[src/rtl/bcm_pkg.sv]
// ----------------------------------------------------------------------------
// bcm_pkg: shared types and constants for the binomial coefficient core
// Modulus, inverse exponent, reduction constant and the sequencer states.
// ----------------------------------------------------------------------------
`timescale 1ns / 1ps
`default_nettype none

package bcm_pkg;

  // field widths
  localparam int unsigned NWidth   = 20;
  localparam int unsigned KWidth   = 21;
  localparam int unsigned ModWidth = 30;
  localparam int unsigned ExpBits  = 30;
  localparam int unsigned IdxWidth = 5;

  typedef logic [ModWidth-1:0] word_t;
  typedef logic [NWidth-1:0]   nval_t;

  // prime modulus and the exponent that gives the inverse
  localparam word_t       PrimeMod  = 30'd1000000007;
  localparam word_t       InvExp    = PrimeMod - 30'd2;
  localparam logic [63:0] PrimeWide = 64'd1000000007;

  // reduction constant floor(2^60 / p)
  localparam logic [30:0] BarrettMu = 31'((64'd1 << 60) / PrimeWide);

  typedef enum logic [3:0] {
    ST_IDLE,
    ST_FACT,
    ST_FACT_WAIT,
    ST_POW_INIT,
    ST_ACC,
    ST_ACC_WAIT,
    ST_SQR,
    ST_SQR_WAIT,
    ST_OUT
  } state_e;

endpackage

`default_nettype wire

[src/rtl/bcm_modmul.sv]
// ----------------------------------------------------------------------------
// bcm_modmul: pipelined modular multiplier
// Five stages: product, quotient estimate, quotient times modulus, difference
// and final correction. One word in, one word out; the pipeline never stalls.
// ----------------------------------------------------------------------------
`timescale 1ns / 1ps
`default_nettype none

module bcm_modmul (
  input  wire                 clk_i,
  input  wire                 rst_ni,
  input  wire                 valid_i,
  input  wire  bcm_pkg::word_t a_i,
  input  wire  bcm_pkg::word_t b_i,
  output logic                valid_o,
  output bcm_pkg::word_t      res_o
);
  import bcm_pkg::*;

  localparam logic [31:0] TwoP = 32'(PrimeMod) << 1;

  logic [4:0]  vld_q;
  logic [59:0] prod_q;
  logic [61:0] q2_q;
  logic [31:0] xlo2_q;
  logic [31:0] xlo3_q;
  logic [31:0] qp_q;
  logic [31:0] r_q;
  word_t       res_q;
  logic [60:0] qp_full;
  word_t       res_d;

  // valid travels alongside the data
  always_ff @(posedge clk_i or negedge rst_ni) begin
    if (!rst_ni) begin
      vld_q <= '0;
    end else begin
      vld_q <= {vld_q[3:0], valid_i};
    end
  end

  // quotient estimate times modulus, only the low bits matter
  assign qp_full = 61'(q2_q[61:31]) * 61'(PrimeMod);

  // remainder lies below three times the modulus
  always_comb begin
    if (r_q >= TwoP) begin
      res_d = word_t'(r_q - TwoP);
    end else if (r_q >= 32'(PrimeMod)) begin
      res_d = word_t'(r_q - 32'(PrimeMod));
    end else begin
      res_d = word_t'(r_q);
    end
  end

  // datapath stages
  always_ff @(posedge clk_i) begin
    prod_q <= 60'(a_i) * 60'(b_i);
    q2_q   <= 62'(prod_q[59:29]) * 62'(BarrettMu);
    xlo2_q <= prod_q[31:0];
    qp_q   <= qp_full[31:0];
    xlo3_q <= xlo2_q;
    r_q    <= xlo3_q - qp_q;
    res_q  <= res_d;
  end

  assign valid_o = vld_q[4];
  assign res_o   = res_q;

endmodule

`default_nettype wire

[src/rtl/binomial_coefficient_mod_prime_core.sv]
// ----------------------------------------------------------------------------
// binomial_coefficient_mod_prime_core: C(n,k) modulo 1000000007
// Sequencer around one shared pipelined modular multiplier.
// ----------------------------------------------------------------------------
// Usage:
//   input channel  : in_valid_i / in_stall_o with n_value_i, k_value_i
//   output channel : out_valid_o / out_stall_i with binom_mod_o
//   A word is taken while the core is idle; in_stall_o stays high until the
//   answer has been placed in the output register.
//   Out-of-range queries (n above MAX_N, k negative, k above n) and k = 0
//   skip the multiplier and go straight to the output state ST_OUT. Otherwise the core
//   walks i = 1..n through the multiplier, then raises k! and (n-k)! to the
//   power p-2 by square-and-multiply over 30 exponent bits, folding both
//   into n!. Each multiply is issued into the shared 5-stage multiplier
//   and its result is awaited before the next step; each exponent bit also
//   passes the decision state ST_ACC; p-2 has 15 set bits. The next query
//   can be taken once the answer has been loaded. The answer waits in the
//   output register while out_stall_i is high; the next query is accepted
//   meanwhile.
//   Reset clears the sequencer and the output valid; no result is pending.
// ----------------------------------------------------------------------------
`timescale 1ns / 1ps
`default_nettype none

module binomial_coefficient_mod_prime_core #(
  parameter int unsigned MAX_N = 1048575
) (
  input  wire                  clk_i,
  input  wire                  rst_ni,
  input  wire                  in_valid_i,
  output logic                 in_stall_o,
  input  wire  [19:0]          n_value_i,
  input  wire  signed [20:0]   k_value_i,
  output logic                 out_valid_o,
  input  wire                  out_stall_i,
  output logic [29:0]          binom_mod_o
);
  import bcm_pkg::*;

  localparam logic [23:0] MaxN = 24'(MAX_N);

  state_e              state_q, state_d;
  nval_t               n_q, n_d;
  nval_t               k_q, k_d;
  nval_t               rest_q, rest_d;
  nval_t               i_q, i_d;
  word_t               f_q, f_d;
  word_t               fk_q, fk_d;
  word_t               frest_q, frest_d;
  word_t               base_q, base_d;
  logic [IdxWidth-1:0] bit_q, bit_d;
  logic                pass_q, pass_d;
  logic                out_valid_q;
  word_t               binom_q;
  logic                out_load;
  logic                in_accept;
  logic                q_zero;
  logic                q_one;

  logic                mul_valid;
  word_t               mul_a;
  word_t               mul_b;
  logic                mul_done;
  word_t               mul_res;

  bcm_modmul u_modmul (
    .clk_i   (clk_i),
    .rst_ni  (rst_ni),
    .valid_i (mul_valid),
    .a_i     (mul_a),
    .b_i     (mul_b),
    .valid_o (mul_done),
    .res_o   (mul_res)
  );

  assign in_accept = in_valid_i && (state_q == ST_IDLE);

  // query classification
  assign q_zero = ({4'd0, n_value_i} > MaxN) || k_value_i[KWidth-1] ||
                  (k_value_i[NWidth-1:0] > n_value_i);
  assign q_one  = (k_value_i[NWidth-1:0] == '0);

  // sequencer
  always_comb begin
    state_d   = state_q;
    n_d       = n_q;
    k_d       = k_q;
    rest_d    = rest_q;
    i_d       = i_q;
    f_d       = f_q;
    fk_d      = fk_q;
    frest_d   = frest_q;
    base_d    = base_q;
    bit_d     = bit_q;
    pass_d    = pass_q;
    mul_valid = 1'b0;
    mul_a     = f_q;
    mul_b     = base_q;
    out_load  = 1'b0;
    unique case (state_q)
      ST_IDLE: begin
        if (in_accept) begin
          n_d     = n_value_i;
          k_d     = k_value_i[NWidth-1:0];
          rest_d  = n_value_i - k_value_i[NWidth-1:0];
          i_d     = nval_t'(1);
          fk_d    = word_t'(1);
          frest_d = word_t'(1);
          if (q_zero) begin
            f_d     = '0;
            state_d = ST_OUT;
          end else if (q_one) begin
            f_d     = word_t'(1);
            state_d = ST_OUT;
          end else begin
            f_d     = word_t'(1);
            state_d = ST_FACT;
          end
        end
      end
      ST_FACT: begin
        mul_valid = 1'b1;
        mul_b     = word_t'(i_q);
        state_d   = ST_FACT_WAIT;
      end
      ST_FACT_WAIT: begin
        if (mul_done) begin
          f_d = mul_res;
          if (i_q == k_q) begin
            fk_d = mul_res;
          end
          if (i_q == rest_q) begin
            frest_d = mul_res;
          end
          if (i_q == n_q) begin
            pass_d  = 1'b0;
            state_d = ST_POW_INIT;
          end else begin
            i_d     = i_q + nval_t'(1);
            state_d = ST_FACT;
          end
        end
      end
      ST_POW_INIT: begin
        base_d  = pass_q ? frest_q : fk_q;
        bit_d   = '0;
        state_d = ST_ACC;
      end
      ST_ACC: begin
        if (InvExp[bit_q]) begin
          mul_valid = 1'b1;
          state_d   = ST_ACC_WAIT;
        end else begin
          state_d = ST_SQR;
        end
      end
      ST_ACC_WAIT: begin
        if (mul_done) begin
          f_d     = mul_res;
          state_d = ST_SQR;
        end
      end
      ST_SQR: begin
        mul_valid = 1'b1;
        mul_a     = base_q;
        state_d   = ST_SQR_WAIT;
      end
      ST_SQR_WAIT: begin
        if (mul_done) begin
          base_d = mul_res;
          if (bit_q == IdxWidth'(ExpBits - 1)) begin
            if (!pass_q) begin
              pass_d  = 1'b1;
              state_d = ST_POW_INIT;
            end else begin
              state_d = ST_OUT;
            end
          end else begin
            bit_d   = bit_q + IdxWidth'(1);
            state_d = ST_ACC;
          end
        end
      end
      ST_OUT: begin
        if (!out_valid_q || !out_stall_i) begin
          out_load = 1'b1;
          state_d  = ST_IDLE;
        end
      end
      default: begin
        state_d = ST_IDLE;
      end
    endcase
  end

  // control state
  always_ff @(posedge clk_i or negedge rst_ni) begin
    if (!rst_ni) begin
      state_q     <= ST_IDLE;
      out_valid_q <= 1'b0;
    end else begin
      state_q <= state_d;
      if (out_load) begin
        out_valid_q <= 1'b1;
      end else if (!out_stall_i) begin
        out_valid_q <= 1'b0;
      end
    end
  end

  // working registers and output word
  always_ff @(posedge clk_i) begin
    n_q     <= n_d;
    k_q     <= k_d;
    rest_q  <= rest_d;
    i_q     <= i_d;
    f_q     <= f_d;
    fk_q    <= fk_d;
    frest_q <= frest_d;
    base_q  <= base_d;
    bit_q   <= bit_d;
    pass_q  <= pass_d;
    if (out_load) begin
      binom_q <= f_q;
    end
  end

  assign in_stall_o  = (state_q != ST_IDLE);
  assign out_valid_o = out_valid_q;
  assign binom_mod_o = binom_q;

endmodule

`default_nettype wire

[config.mk]
export PLATFORM = sky130hd
export DESIGN_NAME = binomial_coefficient_mod_prime_core
export DESIGN_NICKNAME = d
export VERILOG_FILES = /design/src/rtl/bcm_pkg.sv /design/src/rtl/bcm_modmul.sv /design/src/rtl/binomial_coefficient_mod_prime_core.sv
export SDC_FILE = /design/constraint.sdc
export NUM_CORES = 2
export LEC_CHECK = 0
export BUFFER_PORTS_ARGS = -buffer_cell sky130_fd_sc_hd__clkbuf_2
export CORE_MARGIN = 5
export CORE_UTILIZATION = 45
export CTS_BUF_LIST = sky130_fd_sc_hd__clkbuf_2 sky130_fd_sc_hd__clkbuf_4 sky130_fd_sc_hd__clkbuf_8
export DETAILED_ROUTE_END_ITERATION = 16
export SLEW_MARGIN = 20
export SYNTH_ARGS = -nofsm -noshare
export SYNTH_HDL_FRONTEND = slang
export SYNTH_SLANG_ARGS = --single-unit
[constraint.sdc]
create_clock -name clk_i -period 8.1 [get_ports clk_i]
set_input_delay 0.405 -clock clk_i [delete_from_list [all_inputs] [get_ports clk_i]]
set_output_delay 0.405 -clock clk_i [all_outputs]
set_load 0.02 [all_outputs]
==> results.cfg <==
[grt]
antenna_found_initial = 15
overflow = 0
grt_pass1_vias = 53500
grt_pass1_wl_um = 326900
track_usage_pct = 27.57
grt_max_degree = 63

[synthesis]
syn_inst = 6802
yosys_warnings = 0
synth-seq-cells = 496
syn_area_per_cell_um2 = 9.942
ys_seq_area_share_pct = 18.25
synth_nets = 8892
synthArstFlopShare_pct = 2.016
synth_flop_cell = dfxtp_1
synth-edff-count = 236
syn_area_um2 = 67630
synth_cell_types = 96

[worst_setup_path]
critPathKind = reg -> reg
r2r_cells = 32
r2r_setup_slack_ns = -0.27
slowest_delay_ns = 0.66
cp-end-kind = flop
regToRegEndpoint = u_modmul.prod_q[56]
required_ns = 8.72
cp_common_cell = fa_1
crit_arrival_ns = 8.99
r2r-start = state_q[1]
startpoint_type = flop
crit_fanout = 7
slowest_stage = fa_2

[timing]
finalCriticalPeriod_ns = 8.370
finalSetupViolations = 26
min_period_over_period_pct = 103.3
drv_slew = 0
hold_violations = 0
max_freq_ghz = 0.1195
max_slew_margin_pct = 30.23
fin_ws_ns = -0.2700
rsz0062_at_grt = true
skew_ns = 0.05689
tightest_slew_ns = 1.044

[route]
route.detailed.drc = 0
drtIter0Drc = 3513
vias_per_cell = 5.191
drtPass1Iterations = 5
drt-total-wl_um = 214000
vias = 49700
wl_per_cell_um = 22.36
ant_nets = 0

[die]
die_y_um = 397.7
initial_core_util_pct = 45.21
design.core.area_um2 = 149600
die_x_um = 397.7
io_pins = 77
row_count = 142
die_area_um2 = 158100

[layout]
multiInputGateArea_um2 = 50300
drive_above_1_share_pct = 16.57
regArea_um2 = 12340
nets = 9570
area_growth_syn_to_layout_pct = 18.74
fill_cells = 13440

[clock_network]
clk_transition_reported_paths_ns = 0.06
cts_max_path_buffers = 3
cts_root_buf = clkbuf_8
clk_latency_ns = 0.76
cts_tree = done
cts_buffers = 86
cts_num_sinks = 496
h-tree-depth = 3

[place]
gp_congestion = 0.9790
pre_cts_slack_ns = -0.6058
dp_hpwl_um = 182400
port_buffers = 76

[min_path]
holdPathEnd = k_q[10]
hold_path_class = in -> reg
min_delay_path_depth = 1
min-delay-start = k_value_i[10]

[outcome]
violations = negative setup slack
status = finished, violations left

[flow_run]
drv_cap = 0
flip-flops by register name, summed over array words and instances (netlist names), 31 cells and up, named ones only:
| register | cells |
|---|---|
| u_modmul.prod_q | 60 |
| u_modmul.q2_q | 31 |
| u_modmul.qp_q | 32 |
| u_modmul.r_q | 32 |
| u_modmul.xlo2_q | 32 |
| u_modmul.xlo3_q | 32 |
worst max-delay path, delay by kind of cell (launching register included):
| family | cells | cell delay [ns] |
|---|---|---|
| DFF | 1 | 0.40 |
| buffers and inverters | 7 | 0.79 |
| muxes | 1 | 0.28 |
| and+or+nand+nor | 7 | 1.03 |
| adders and majority gates | 9 | 4.41 |
| AOI/OAI and AO/OA | 8 | 1.33 |
kinds of logic after synthesis:
logic type,after synthesis,synth area share [%]
adder cells (fa/ha/maj),2045,51.43
multiplexers,115,1.758
AND/OR/NAND/NOR,1580,9.971
buffers and inverters,1724,9.584
flip-flops,496,18.25
AO/OA/AOI/OAI,559,5.338
XOR/XNOR,283,3.665
area by class of cell:
class                           count  share of cell area (%)
Antenna cell                        6                 0.01870
Clock buffer                      128                   2.030
Clock inverter                     32                  0.4456
Inverter                         1510                   7.058
Multi-Input combinational cell   4582                   62.64
Sequential cell                   496                   15.37
Tap cell                         2016                   3.141
Timing Repair Buffer              804                   9.301
synthesized netlist by cell type (6+ instances only):
library cell | number | area, um2
inv_1 | 1508 | 5660
fa_1 | 1225 | 24520
ha_1 | 820 | 10260
nor2_1 | 649 | 2436
nand2_1 | 600 | 2252
dfxtp_1 | 250 | 5005
edfxtp_1 | 236 | 7087
clkbuf_1 | 195 | 732.0
xnor2_1 | 183 | 1603
a21oi_1 | 154 | 770.7
o21ai_0 | 125 | 625.6
xor2_1 | 100 | 875.8
mux2i_1 | 85 | 850.8
a21o_1 | 62 | 465.5
and3_1 | 51 | 319.1
nand3_1 | 49 | 245.2
and2_1 | 40 | 250.2
nor3_1 | 36 | 180.2
nand4_1 | 34 | 212.7
mux2_2 | 30 | 337.8
o21a_1 | 30 | 225.2
a31oi_1 | 27 | 168.9
nand2b_1 | 25 | 156.4
nor2b_1 | 23 | 143.9
o21bai_1 | 19 | 142.6
nor4_1 | 17 | 106.4
a211oi_1 | 16 | 120.1
o21ai_1 | 16 | 80.08
buf_1 | 13 | 48.80
o211ai_1 | 11 | 82.58
dfrtp_1 | 10 | 250.2
or3_1 | 10 | 62.56
o31ai_1 | 9 | 67.56
a2111oi_0 | 7 | 61.31
a21boi_0 | 7 | 52.55
a31o_2 | 7 | 61.31
and4_1 | 7 | 61.31
and2_0 | 6 | 37.54
or2_2 | 6 | 37.54
cell usage in the layout, fill, tap and decap left out, drive strengths merged, types with 158 or more instances in the layout:
master / n
dfxtp: 250
inv: 1516
clkbuf: 208
edfxtp: 236
nor2: 650
nand2: 601
xnor2: 183
a21oi: 158
fa: 1225
buf: 682
ha: 820
how the worst max path moves through the flow:
stage                               end       start  depth (start not counted)  slack (ns)
finish              u_modmul.prod_q[56]  state_q[1]                         32       -0.27
global route        u_modmul.prod_q[53]  state_q[1]                         32       -0.54
CTS                 u_modmul.prod_q[40]  state_q[1]                         34       -0.27
detailed placement  u_modmul.prod_q[56]  state_q[2]                         30       -0.61
global placement    u_modmul.prod_q[59]  state_q[2]                         28       -0.52
floorplan           u_modmul.prod_q[59]  state_q[1]                         32       -0.01
routing by layer:
metal / routed length (um) / global-route usage, %
met2: 97310 / 43.80
met5: 13 / 0
met4: 8568 / 9.428
met3: 16090 / 5.389
met1: 92070 / 37.96
timing repair:
item                       4_1_cts  5_1_grt
setup endpoints to repair       36       36
hold buffers                    42        0
setup buffers                   60       44
gates resized for setup        176      180
gates cloned                     2        4
hold endpoints to repair        50        0
pin swaps                       90       89
stage by stage:
stage / util, % / cell area (um2) / std cells / setup TNS [ns] / hold WS, ns
CTS: 52.89 / 79120 / 9524 / -4.112 / 0.01824
global placement: 50.40 / 75400 / 9262 / -10.99 / 0.2740
floorplan: - / 67960 / 6802 / -0.01943 / 0.1094
global route: 53.67 / 80290 / 9571 / -11.59 / 0.02368
finish: 53.68 / 80300 / 9574 / -4.447 / 0.05413
detailed placement: 50.40 / 75400 / 9262 / -12.40 / 0.2746
Power is not shown: default switching activity piles up to over one toggle a cycle in this logic, so the estimate is an artifact.
